**src/rtl/imu_dfr_pkg.sv**
```systemverilog
// Package for the IMU frame deframer: widths, frame layout constants,
// queue entry type, back-end states and the raw reading decode.
// No dependencies.
`default_nettype none

package imu_dfr_pkg;

  localparam int unsigned FrameBytesDef = 43;
  localparam int unsigned AccWidthDef   = 24;
  localparam int unsigned CmdqDepthDef  = 2;

  localparam int unsigned TsW   = 34;
  localparam int unsigned ValW  = 24;
  localparam int unsigned GrpW  = 3;
  localparam int unsigned RawW  = 18;
  localparam int unsigned BufW  = 48;
  localparam int unsigned CntW  = 3;

  localparam int unsigned FirstDataByte = 6;
  localparam int unsigned GroupBytes    = 6;

  localparam logic [GrpW-1:0] GrpAccel = 3'd0;
  localparam logic [GrpW-1:0] GrpLast  = 3'd5;

  localparam logic signed [RawW-1:0] RawBias = 18'sd33024;

  typedef struct packed {
    logic           clear;
    logic           emit;
    logic [TsW-1:0] ts;
  } cmd_t;

  typedef enum logic [1:0] {
    ST_IDLE,
    ST_READ,
    ST_EMIT
  } back_state_e;

  // (hi - 1) * 256 + lo - 32768
  function automatic logic signed [RawW-1:0] raw16(input logic [7:0] hi, input logic [7:0] lo);
    return $signed({2'b00, hi, lo}) - RawBias;
  endfunction

endpackage

`default_nettype wire

```
**src/rtl/imu_dfr_ram.sv**
```systemverilog
// Generic single-write, single-read RAM with registered read data.
// No dependencies.
`default_nettype none

module imu_dfr_ram #(
  parameter  int unsigned WIDTH = 8,
  parameter  int unsigned DEPTH = 43,
  localparam int unsigned AW    = $clog2(DEPTH)
) (
  input  wire logic             clk_i,
  input  wire logic             we_i,
  input  wire logic [AW-1:0]    waddr_i,
  input  wire logic [WIDTH-1:0] wdata_i,
  input  wire logic             re_i,
  input  wire logic [AW-1:0]    raddr_i,
  output logic      [WIDTH-1:0] rdata_o
);

  logic [WIDTH-1:0] mem_q [DEPTH];

  always_ff @(posedge clk_i) begin
    if (we_i) begin
      mem_q[waddr_i] <= wdata_i;
    end
    if (re_i) begin
      rdata_o <= mem_q[raddr_i];
    end
  end

endmodule

`default_nettype wire

```
**src/rtl/imu_dfr_front.sv**
```systemverilog
// Front end of the IMU deframer: byte framing, checksum, time assembly.
// Writes frame bytes to the frame RAM and pushes commands; uses imu_dfr_pkg.
`default_nettype none

module imu_dfr_front
  import imu_dfr_pkg::*;
#(
  parameter  int unsigned FRAME_BYTES = FrameBytesDef,
  localparam int unsigned AW          = $clog2(FRAME_BYTES)
) (
  input  wire logic          clk_i,
  input  wire logic          rst_ni,
  input  wire logic          in_valid_i,
  output logic               in_stall_o,
  input  wire logic [7:0]    rx_byte_i,
  input  wire logic          clear_accel_i,
  input  wire logic          q_full_i,
  output logic               q_push_o,
  output cmd_t               q_data_o,
  output logic               ram_we_o,
  output logic [AW-1:0]      ram_waddr_o,
  output logic [7:0]         ram_wdata_o,
  input  wire logic          frame_done_i
);

  localparam logic [AW-1:0] LastIdx = AW'(FRAME_BYTES - 1);

  logic [AW-1:0]  count_q, count_d;
  logic [7:0]     sum_q, sum_d;
  logic [TsW-1:0] ts_q, ts_d;
  logic           flag_q, flag_d;
  logic           busy_q, busy_d;
  logic           take;
  logic           good;
  logic [7:0]     check;

  assign in_stall_o = q_full_i || busy_q;
  assign take       = in_valid_i && !in_stall_o;
  assign check      = (sum_q == 8'd0) ? 8'd1 : sum_q;

  always_comb begin
    count_d     = count_q;
    sum_d       = sum_q;
    ts_d        = ts_q;
    flag_d      = flag_q;
    busy_d      = busy_q && !frame_done_i;
    good        = 1'b0;
    ram_we_o    = 1'b0;
    ram_waddr_o = count_q;
    ram_wdata_o = rx_byte_i;
    if (take) begin
      if (rx_byte_i == 8'd0) begin
        count_d     = AW'(1);
        sum_d       = 8'd0;
        ram_we_o    = 1'b1;
        ram_waddr_o = '0;
      end else if (count_q != '0) begin
        if (count_q == LastIdx) begin
          count_d = '0;
          good    = (rx_byte_i == check) && !flag_q;
          if (good) begin
            busy_d = 1'b1;
          end
        end else begin
          ram_we_o = 1'b1;
          sum_d    = sum_q + rx_byte_i;
          count_d  = count_q + AW'(1);
          if (count_q == AW'(1)) begin
            ts_d[33:28] = rx_byte_i[5:0];
            flag_d      = rx_byte_i[6];
          end
          if (count_q == AW'(2)) ts_d[27:21] = rx_byte_i[6:0];
          if (count_q == AW'(3)) ts_d[20:14] = rx_byte_i[6:0];
          if (count_q == AW'(4)) ts_d[13:7]  = rx_byte_i[6:0];
          if (count_q == AW'(5)) ts_d[6:0]   = rx_byte_i[6:0];
        end
      end
    end
  end

  assign q_push_o       = take && (clear_accel_i || good);
  assign q_data_o.clear = clear_accel_i;
  assign q_data_o.emit  = good;
  assign q_data_o.ts    = ts_q;

  always_ff @(posedge clk_i or negedge rst_ni) begin
    if (!rst_ni) begin
      count_q <= '0;
      sum_q   <= '0;
      flag_q  <= 1'b0;
      busy_q  <= 1'b0;
    end else begin
      count_q <= count_d;
      sum_q   <= sum_d;
      flag_q  <= flag_d;
      busy_q  <= busy_d;
    end
  end

  always_ff @(posedge clk_i) begin
    ts_q <= ts_d;
  end

endmodule

`default_nettype wire

```
**src/rtl/imu_dfr_cmdq.sv**
```systemverilog
// Short command queue between the deframer front and back ends.
// Uses cmd_t from imu_dfr_pkg.
`default_nettype none

module imu_dfr_cmdq
  import imu_dfr_pkg::*;
#(
  parameter  int unsigned DEPTH = CmdqDepthDef,
  localparam int unsigned PW    = $clog2(DEPTH),
  localparam int unsigned NW    = $clog2(DEPTH + 1)
) (
  input  wire logic clk_i,
  input  wire logic rst_ni,
  input  wire logic push_i,
  input  cmd_t      push_data_i,
  output logic      full_o,
  input  wire logic pop_i,
  output logic      valid_o,
  output cmd_t      data_o
);

  cmd_t          mem_q [DEPTH];
  logic [PW-1:0] wr_ptr_q, rd_ptr_q;
  logic [NW-1:0] num_q;
  logic          do_push, do_pop;

  assign full_o  = (num_q == NW'(DEPTH));
  assign valid_o = (num_q != '0);
  assign data_o  = mem_q[rd_ptr_q];
  assign do_push = push_i && !full_o;
  assign do_pop  = pop_i && valid_o;

  always_ff @(posedge clk_i or negedge rst_ni) begin
    if (!rst_ni) begin
      wr_ptr_q <= '0;
      rd_ptr_q <= '0;
      num_q    <= '0;
    end else begin
      if (do_push) begin
        wr_ptr_q <= (wr_ptr_q == PW'(DEPTH - 1)) ? '0 : wr_ptr_q + PW'(1);
      end
      if (do_pop) begin
        rd_ptr_q <= (rd_ptr_q == PW'(DEPTH - 1)) ? '0 : rd_ptr_q + PW'(1);
      end
      if (do_push && !do_pop) begin
        num_q <= num_q + NW'(1);
      end else if (do_pop && !do_push) begin
        num_q <= num_q - NW'(1);
      end
    end
  end

  always_ff @(posedge clk_i) begin
    if (do_push) begin
      mem_q[wr_ptr_q] <= push_data_i;
    end
  end

endmodule

`default_nettype wire

```
**src/rtl/imu_dfr_back.sv**
```systemverilog
// Back end of the IMU deframer: reads a stored frame group by group,
// decodes readings, keeps the saturating acceleration sums, drives results.
// Uses imu_dfr_pkg.
`default_nettype none

module imu_dfr_back
  import imu_dfr_pkg::*;
#(
  parameter  int unsigned FRAME_BYTES = FrameBytesDef,
  parameter  int unsigned ACC_WIDTH   = AccWidthDef,
  localparam int unsigned AW          = $clog2(FRAME_BYTES)
) (
  input  wire logic                  clk_i,
  input  wire logic                  rst_ni,
  input  wire logic                  q_valid_i,
  input  cmd_t                       q_data_i,
  output logic                       q_pop_o,
  output logic                       ram_re_o,
  output logic [AW-1:0]              ram_raddr_o,
  input  wire logic [7:0]            ram_rdata_i,
  output logic                       frame_done_o,
  output logic                       out_valid_o,
  input  wire logic                  out_stall_i,
  output logic [GrpW-1:0]            group_o,
  output logic [TsW-1:0]             time_stamp_o,
  output logic signed [ValW-1:0]     value_a_o,
  output logic signed [ValW-1:0]     value_b_o,
  output logic signed [ValW-1:0]     value_c_o,
  output logic                       last_of_frame_o
);

  localparam int unsigned SW = ((ACC_WIDTH > RawW) ? ACC_WIDTH : RawW) + 1;
  localparam int unsigned EW = (ACC_WIDTH > ValW) ? ACC_WIDTH : ValW;
  localparam logic signed [SW-1:0] AccMax =
    SW'(signed'({1'b0, {(ACC_WIDTH - 1){1'b1}}}));
  localparam logic signed [SW-1:0] AccMin =
    SW'(signed'({1'b1, {(ACC_WIDTH - 1){1'b0}}}));

  back_state_e state_q, state_d;
  logic [CntW-1:0]              cnt_q, cnt_d;
  logic [GrpW-1:0]              grp_q, grp_d;
  logic [AW-1:0]                raddr_q, raddr_d;
  logic [BufW-1:0]              buf_q, buf_d;
  logic [TsW-1:0]               ts_q, ts_d;
  logic signed [ACC_WIDTH-1:0]  acc_q [3];
  logic signed [ACC_WIDTH-1:0]  acc_d [3];
  logic signed [RawW-1:0]       raw [3];
  logic signed [SW-1:0]         sum [3];
  logic signed [ACC_WIDTH-1:0]  sat [3];
  logic signed [EW-1:0]         sat_ext [3];
  logic signed [ValW-1:0]       val [3];
  logic                         out_free;
  logic                         load;

  assign out_free = !out_valid_o || !out_stall_i;

  always_comb begin
    for (int i = 0; i < 3; i++) begin
      raw[i] = raw16(buf_q[BufW-1-16*i -: 8], buf_q[BufW-9-16*i -: 8]);
      sum[i] = SW'(acc_q[i]) + SW'(raw[i]);
      if (sum[i] > AccMax) begin
        sat[i] = AccMax[ACC_WIDTH-1:0];
      end else if (sum[i] < AccMin) begin
        sat[i] = AccMin[ACC_WIDTH-1:0];
      end else begin
        sat[i] = sum[i][ACC_WIDTH-1:0];
      end
      sat_ext[i] = EW'(sat[i]);
      val[i] = (grp_q == GrpAccel) ? sat_ext[i][ValW-1:0] : ValW'(raw[i]);
    end
  end

  always_comb begin
    state_d      = state_q;
    cnt_d        = cnt_q;
    grp_d        = grp_q;
    raddr_d      = raddr_q;
    buf_d        = buf_q;
    ts_d         = ts_q;
    acc_d        = acc_q;
    q_pop_o      = 1'b0;
    ram_re_o     = 1'b0;
    frame_done_o = 1'b0;
    load         = 1'b0;
    case (state_q)
      ST_IDLE: begin
        if (q_valid_i) begin
          q_pop_o = 1'b1;
          if (q_data_i.clear) begin
            for (int i = 0; i < 3; i++) acc_d[i] = '0;
          end
          if (q_data_i.emit) begin
            state_d = ST_READ;
            raddr_d = AW'(FirstDataByte);
            cnt_d   = '0;
            grp_d   = GrpAccel;
            ts_d    = q_data_i.ts;
          end
        end
      end
      ST_READ: begin
        if (cnt_q < CntW'(GroupBytes)) begin
          ram_re_o = 1'b1;
          raddr_d  = raddr_q + AW'(1);
        end
        if (cnt_q != '0) begin
          buf_d = {buf_q[BufW-9:0], ram_rdata_i};
        end
        cnt_d = cnt_q + CntW'(1);
        if (cnt_q == CntW'(GroupBytes)) begin
          state_d = ST_EMIT;
        end
      end
      ST_EMIT: begin
        if (out_free) begin
          load = 1'b1;
          if (grp_q == GrpAccel) begin
            acc_d = sat;
          end
          if (grp_q == GrpLast) begin
            frame_done_o = 1'b1;
            state_d      = ST_IDLE;
          end else begin
            grp_d   = grp_q + GrpW'(1);
            cnt_d   = '0;
            state_d = ST_READ;
          end
        end
      end
      default: begin
        state_d = ST_IDLE;
      end
    endcase
  end

  assign ram_raddr_o = raddr_q;

  always_ff @(posedge clk_i or negedge rst_ni) begin
    if (!rst_ni) begin
      state_q     <= ST_IDLE;
      cnt_q       <= '0;
      grp_q       <= '0;
      raddr_q     <= '0;
      out_valid_o <= 1'b0;
      for (int i = 0; i < 3; i++) acc_q[i] <= '0;
    end else begin
      state_q     <= state_d;
      cnt_q       <= cnt_d;
      grp_q       <= grp_d;
      raddr_q     <= raddr_d;
      out_valid_o <= load || (out_valid_o && out_stall_i);
      acc_q       <= acc_d;
    end
  end

  always_ff @(posedge clk_i) begin
    buf_q <= buf_d;
    ts_q  <= ts_d;
    if (load) begin
      group_o         <= grp_q;
      time_stamp_o    <= ts_q;
      value_a_o       <= val[0];
      value_b_o       <= val[1];
      value_c_o       <= val[2];
      last_of_frame_o <= (grp_q == GrpLast);
    end
  end

endmodule

`default_nettype wire

```
**src/rtl/imu_frame_deframer.sv**
```systemverilog
// IMU frame deframer, top level. Takes one received byte per transfer while
// not stalled. After the checksum byte of a good data frame the input stalls
// while the six results are produced: the back end pops the command, then
// reads the 36 reading bytes from the single read port of the frame RAM, six
// bytes per result, reading a group and then loading its result. The input
// stays stalled until the last result is loaded, plus any output stall.
// Acceleration sums saturate and persist until a transfer with clear_accel_i
// set. Depends on imu_dfr_pkg and the front, queue, back and RAM modules.
`default_nettype none

module imu_frame_deframer
  import imu_dfr_pkg::*;
#(
  parameter  int unsigned FRAME_BYTES = FrameBytesDef,
  parameter  int unsigned ACC_WIDTH   = AccWidthDef,
  localparam int unsigned AW          = $clog2(FRAME_BYTES)
) (
  input  wire logic              clk_i,
  input  wire logic              rst_ni,
  input  wire logic              in_valid_i,
  output logic                   in_stall_o,
  input  wire logic [7:0]        rx_byte_i,
  input  wire logic              clear_accel_i,
  output logic                   out_valid_o,
  input  wire logic              out_stall_i,
  output logic [GrpW-1:0]        group_o,
  output logic [TsW-1:0]         time_stamp_o,
  output logic signed [ValW-1:0] value_a_o,
  output logic signed [ValW-1:0] value_b_o,
  output logic signed [ValW-1:0] value_c_o,
  output logic                   last_of_frame_o
);

  cmd_t          push_data, pop_data;
  logic          q_full, q_push, q_valid, q_pop;
  logic          ram_we, ram_re;
  logic [AW-1:0] ram_waddr, ram_raddr;
  logic [7:0]    ram_wdata, ram_rdata;
  logic          frame_done;

  imu_dfr_front #(
    .FRAME_BYTES(FRAME_BYTES)
  ) u_front (
    .clk_i        (clk_i),
    .rst_ni       (rst_ni),
    .in_valid_i   (in_valid_i),
    .in_stall_o   (in_stall_o),
    .rx_byte_i    (rx_byte_i),
    .clear_accel_i(clear_accel_i),
    .q_full_i     (q_full),
    .q_push_o     (q_push),
    .q_data_o     (push_data),
    .ram_we_o     (ram_we),
    .ram_waddr_o  (ram_waddr),
    .ram_wdata_o  (ram_wdata),
    .frame_done_i (frame_done)
  );

  imu_dfr_cmdq #(
    .DEPTH(CmdqDepthDef)
  ) u_cmdq (
    .clk_i      (clk_i),
    .rst_ni     (rst_ni),
    .push_i     (q_push),
    .push_data_i(push_data),
    .full_o     (q_full),
    .pop_i      (q_pop),
    .valid_o    (q_valid),
    .data_o     (pop_data)
  );

  imu_dfr_ram #(
    .WIDTH(8),
    .DEPTH(FRAME_BYTES)
  ) u_ram (
    .clk_i  (clk_i),
    .we_i   (ram_we),
    .waddr_i(ram_waddr),
    .wdata_i(ram_wdata),
    .re_i   (ram_re),
    .raddr_i(ram_raddr),
    .rdata_o(ram_rdata)
  );

  imu_dfr_back #(
    .FRAME_BYTES(FRAME_BYTES),
    .ACC_WIDTH  (ACC_WIDTH)
  ) u_back (
    .clk_i          (clk_i),
    .rst_ni         (rst_ni),
    .q_valid_i      (q_valid),
    .q_data_i       (pop_data),
    .q_pop_o        (q_pop),
    .ram_re_o       (ram_re),
    .ram_raddr_o    (ram_raddr),
    .ram_rdata_i    (ram_rdata),
    .frame_done_o   (frame_done),
    .out_valid_o    (out_valid_o),
    .out_stall_i    (out_stall_i),
    .group_o        (group_o),
    .time_stamp_o   (time_stamp_o),
    .value_a_o      (value_a_o),
    .value_b_o      (value_b_o),
    .value_c_o      (value_c_o),
    .last_of_frame_o(last_of_frame_o)
  );

endmodule

`default_nettype wire

```
**config.mk**
```make
export PLATFORM = sky130hd
export DESIGN_NAME = imu_frame_deframer
export DESIGN_NICKNAME = d
export VERILOG_FILES = /design/src/rtl/imu_dfr_pkg.sv /design/src/rtl/imu_dfr_ram.sv /design/src/rtl/imu_dfr_front.sv /design/src/rtl/imu_dfr_cmdq.sv /design/src/rtl/imu_dfr_back.sv /design/src/rtl/imu_frame_deframer.sv
export SDC_FILE = /design/constraint.sdc
export NUM_CORES = 1
export LEC_CHECK = 0
export BUFFER_PORTS_ARGS = -buffer_cell sky130_fd_sc_hd__buf_2
export CORE_AREA = 2 2 277 306
export CTS_BUF_LIST = sky130_fd_sc_hd__clkbuf_4
export CTS_CLUSTER_DIAMETER = 80
export DETAILED_ROUTE_END_ITERATION = 10
export DIE_AREA = 0 0 279 308
export HOLD_SLACK_MARGIN = 0.1
export PLACE_DENSITY_LB_ADDON = 0.15
export REMOVE_ABC_BUFFERS = 1
export SYNTH_ARGS = -nofsm -noshare
export SYNTH_HDL_FRONTEND = slang
export SYNTH_SLANG_ARGS = --single-unit
```
**constraint.sdc**
```tcl
create_clock -name clk_i -period 11.6 [get_ports clk_i]
set_clock_uncertainty 0.1 [all_clocks]
set_input_delay 3.48 -clock clk_i [delete_from_list [all_inputs] [get_ports clk_i]]
set_output_delay 3.48 -clock clk_i [all_outputs]
set_load 0.005 [all_outputs]
```
==> flow_metrics.env <==
export IMPL_status="completed"
export IMPL_finalSetupViolCount=0
export IMPL_cts_sinks=757
export IMPL_synth_distinct_cells=71
export IMPL_path_class="input pin to flop"
export IMPL_grt_overflow=0
export IMPL_ctsHoldBuffers=0
export IMPL_fin_crit_sh=0.535
export IMPL_cp_required_ns=12.05
export IMPL_syn_mean_instance_area_um2=15.1
export IMPL_power_leakage_nw=13.6
export IMPL_coreArea_um2=82900
export IMPL_grtUsageMet3=0.0366
export IMPL_synth_common_cells="edfxtp_1 (650), nand2_1 (177), a21oi_1 (148)"
export IMPL_synth_compound_area_frac=0.0883
export IMPL_nNetsFinal=2551
export IMPL_critPathMaxStageDelay_ns=0.75
export IMPL_hold_viol=0
export IMPL_utilization=0.449
export IMPL_clk_pin_slew_ns=0.06
export IMPL_firstDrtPassIters=6
export IMPL_grt_max_degree=74
export IMPL_ys_ff_latch=757
export IMPL_max_freq_mhz=161
export IMPL_die_w_um=279
export IMPL_cts_root_buf="clkbuf_4"
export IMPL_synth_edf_count=650
export IMPL_vias=19582
export IMPL_hold_path_class="flop to flop"
export IMPL_powerDensity_nw_per_um2=275
export IMPL_grt_use_met2=0.310
export IMPL_synthAdderAreaFrac=0.0382
export IMPL_post_cts_setup_buffers=0
export IMPL_synth_top_area_frac=0.593
export IMPL_dp_hpwl_mm=49.8
export IMPL_grt_pass1_wl_mm=118
export IMPL_yosysSeqAreaShare=0.675
export IMPL_clock_latency_ns=1.05
export IMPL_drc_errors=0
export IMPL_cts_buffers=192
export IMPL_synth_area_leader_cell="edfxtp_1"
export IMPL_num_io_pins=125
export IMPL_regToRegSetupSlack_ns=6.50
export IMPL_netlist_instances=2183
export IMPL_track_usage=0.181
export IMPL_slew_headroom=0.259
export IMPL_wl_per_cell_um=21.1
export IMPL_ir_drop_v=0.000145
export IMPL_vias_per_cell=5.34
export IMPL_ys_top_cells_by_area="edfxtp_1 (59%), dfrtp_1 (8.1%), mux4_2 (6.6%)"
export IMPL_top_usage_layer="met2"
export IMPL_fillers=7384
export IMPL_tightestPinTransition_ns=1.11
export IMPL_areaGrowthSynthToFinish_pct=13.1
export IMPL_crit_arrival_ns=6.66
export IMPL_worstSetupEndpointType="flop"
export IMPL_drt_iter0_drc=1304
export IMPL_ys_flop_type="edfxtp_1"
export IMPL_tritoncts="done"
export IMPL_yosys_area_share_xor_xnor=0.0253
export IMPL_io_buffer_count=124
export IMPL_synth_simple_area_share=0.0657
export IMPL_synth_top_family_by_area="multiplexers"
export IMPL_place_congestion=0.872
export IMPL_antenna_found_initial=1
export IMPL_die_area_um2=85900
export IMPL_maxCapViolCount=0
export IMPL_rsz0062_at_grt="no"
export IMPL_drtAntennaViolNets=0
export IMPL_cp_slowest_cell="nor2_1"
export IMPL_htree_levels=4
export IMPL_yosys_warnings=0
export IMPL_synthMuxAreaShare=0.0908
export IMPL_async_flop_share=0.141
export IMPL_clockBufferDepth=3
export IMPL_routed_wl_mm=77.2
export IMPL_rows=111
export IMPL_synth_most_common_cell="edfxtp_1"
export IMPL_start_util=0.397
export IMPL_postCtsResizedCells=0
export IMPL_whs_ns=0.305
export IMPL_slew_violations=0
export IMPL_critPathTopFamily="simple AND/OR/NAND/NOR gates"
export IMPL_critPathBufInv=2
export IMPL_crit_path_start_kind="input pin"
export IMPL_crit_fanout=52
export IMPL_grtUsageMet1=0.224
export IMPL_min_period_ns=6.21
export IMPL_synth_area_um2=32900
export IMPL_die_h_um=308
export IMPL_crit_chain="buf_2 > buf_4 > nor4_1 > nand2_1 > nand2_1 > nor2_1 > nand4b_1 > nor2_1"
export IMPL_grt_pass1_vias=20175
export IMPL_drive_above_1_share=0.240
==> layout make-up <==
cell class	instances	area (um^2)	share of cell area
multi-input cells	1290	10200	0.274
repair buffers	157	871	0.0234
flip-flops and latches	757	22200	0.597
clock buffers	275	2060	0.0555
inverters	42	158	0.00424
well taps	1073	1340	0.0361
diodes	1	2.50	0.0000672
clock inverters	72	362	0.00972
==> worst paths after layout <==
| path | start | to | cells after the start |
|---|---|---|---|
| setup / recovery | rx_byte_i[1] | u_ram.mem_q[35][6] | 8 |
| hold / removal | u_ram.rdata_o[0] | u_back.buf_q[0] | 0 |
| setup reg to reg | u_back.buf_q[40] | u_back.acc_q[67] | 14 |
| hold reg to reg | u_ram.rdata_o[0] | u_back.buf_q[0] | 0 |
| max in group asynchronous | rst_ni | u_back.ram_raddr_o[0] | 2 |
| min in group asynchronous | rst_ni | u_back.acc_q[42] | 1 |
==> per-stage QoR <==
| stage | power (W) | instance area (um^2) | setup TNS, ns | setup WS (ns) | cells |
|---|---|---|---|---|---|
| 5_1_grt | 0.0110 | 37200 | 0 | 5.22 | 3667 |
| 3_5_place_dp | 0.00810 | 34800 | 0 | 4.45 | 3319 |
| 2_1_floorplan | 0.00692 | 32500 | -51.10 | -1.39 | 2089 |
| 6_report | 0.0102 | 37200 | 0 | 5.39 | 3667 |
| 4_1_cts | 0.0104 | 37200 | 0 | 5.55 | 3666 |
| 3_3_place_gp | 0.00805 | 34800 | 0 | 4.60 | 3319 |
==> cells in the final DEF (no fill, tap or decap), types with 48 or more instances in the layout <==
master / netlist / routed
nand2_1: 177 / 177
nor2_1: 145 / 142
a21oi_1: 148 / 146
clkbuf_4: 0 / 275
ha_1: 94 / 94
edfxtp_1: 650 / 650
mux2_2: 48 / 48
clkinv_1: 0 / 48
dfrtp_1: 107 / 105
buf_2: 5 / 123
xnor2_1: 56 / 56
o21ai_0: 82 / 81
mux4_2: 96 / 96
==> sequential cells by signal (all words and copies together) (netlist names), 2 cells and up <==
signal,flops
u_ram.mem_q,344
u_back.acc_q,72
u_cmdq.mem_q,72
u_back.buf_q,48
u_back.time_stamp_o,34
u_back.ts_q,34
u_front.ts_q,34
u_back.value_a_o,24
u_back.value_b_o,24
u_back.value_c_o,24
u_front.sum_q,8
u_ram.rdata_o,8
u_back.ram_raddr_o,6
u_front.count_q,6
u_back.cnt_q,3
u_back.group_o,3
u_back.grp_q,3
u_back.state_q,2
u_cmdq.num_q,2
==> cells by family after synthesis <==
| group | count (synthesis) |
|---|---|
| flops | 757 |
| simple gates | 473 |
| compound gates | 452 |
| mux | 172 |
| buf+inv | 136 |
| fa+ha+maj | 98 |
| xor+xnor | 95 |
==> metal layers <==
layer / routed length [um] / vias to the layer above
li1: - / 9091
met1: 32400 / 9834
met2: 39100 / 520
met3: 3470 / 137
met4: 2290 / 0
met5: 0 / -
==> report_power, final <==
part	internal, W	switching, W	total [W]	leakage (nW)
combinational	0.00167	0.00241	0.00408	4.86
sequential	0.00361	0.000357	0.00397	7.34
clock	0.00112	0.00108	0.00220	1.45
Note: power is estimated with default switching activity, not from simulation.
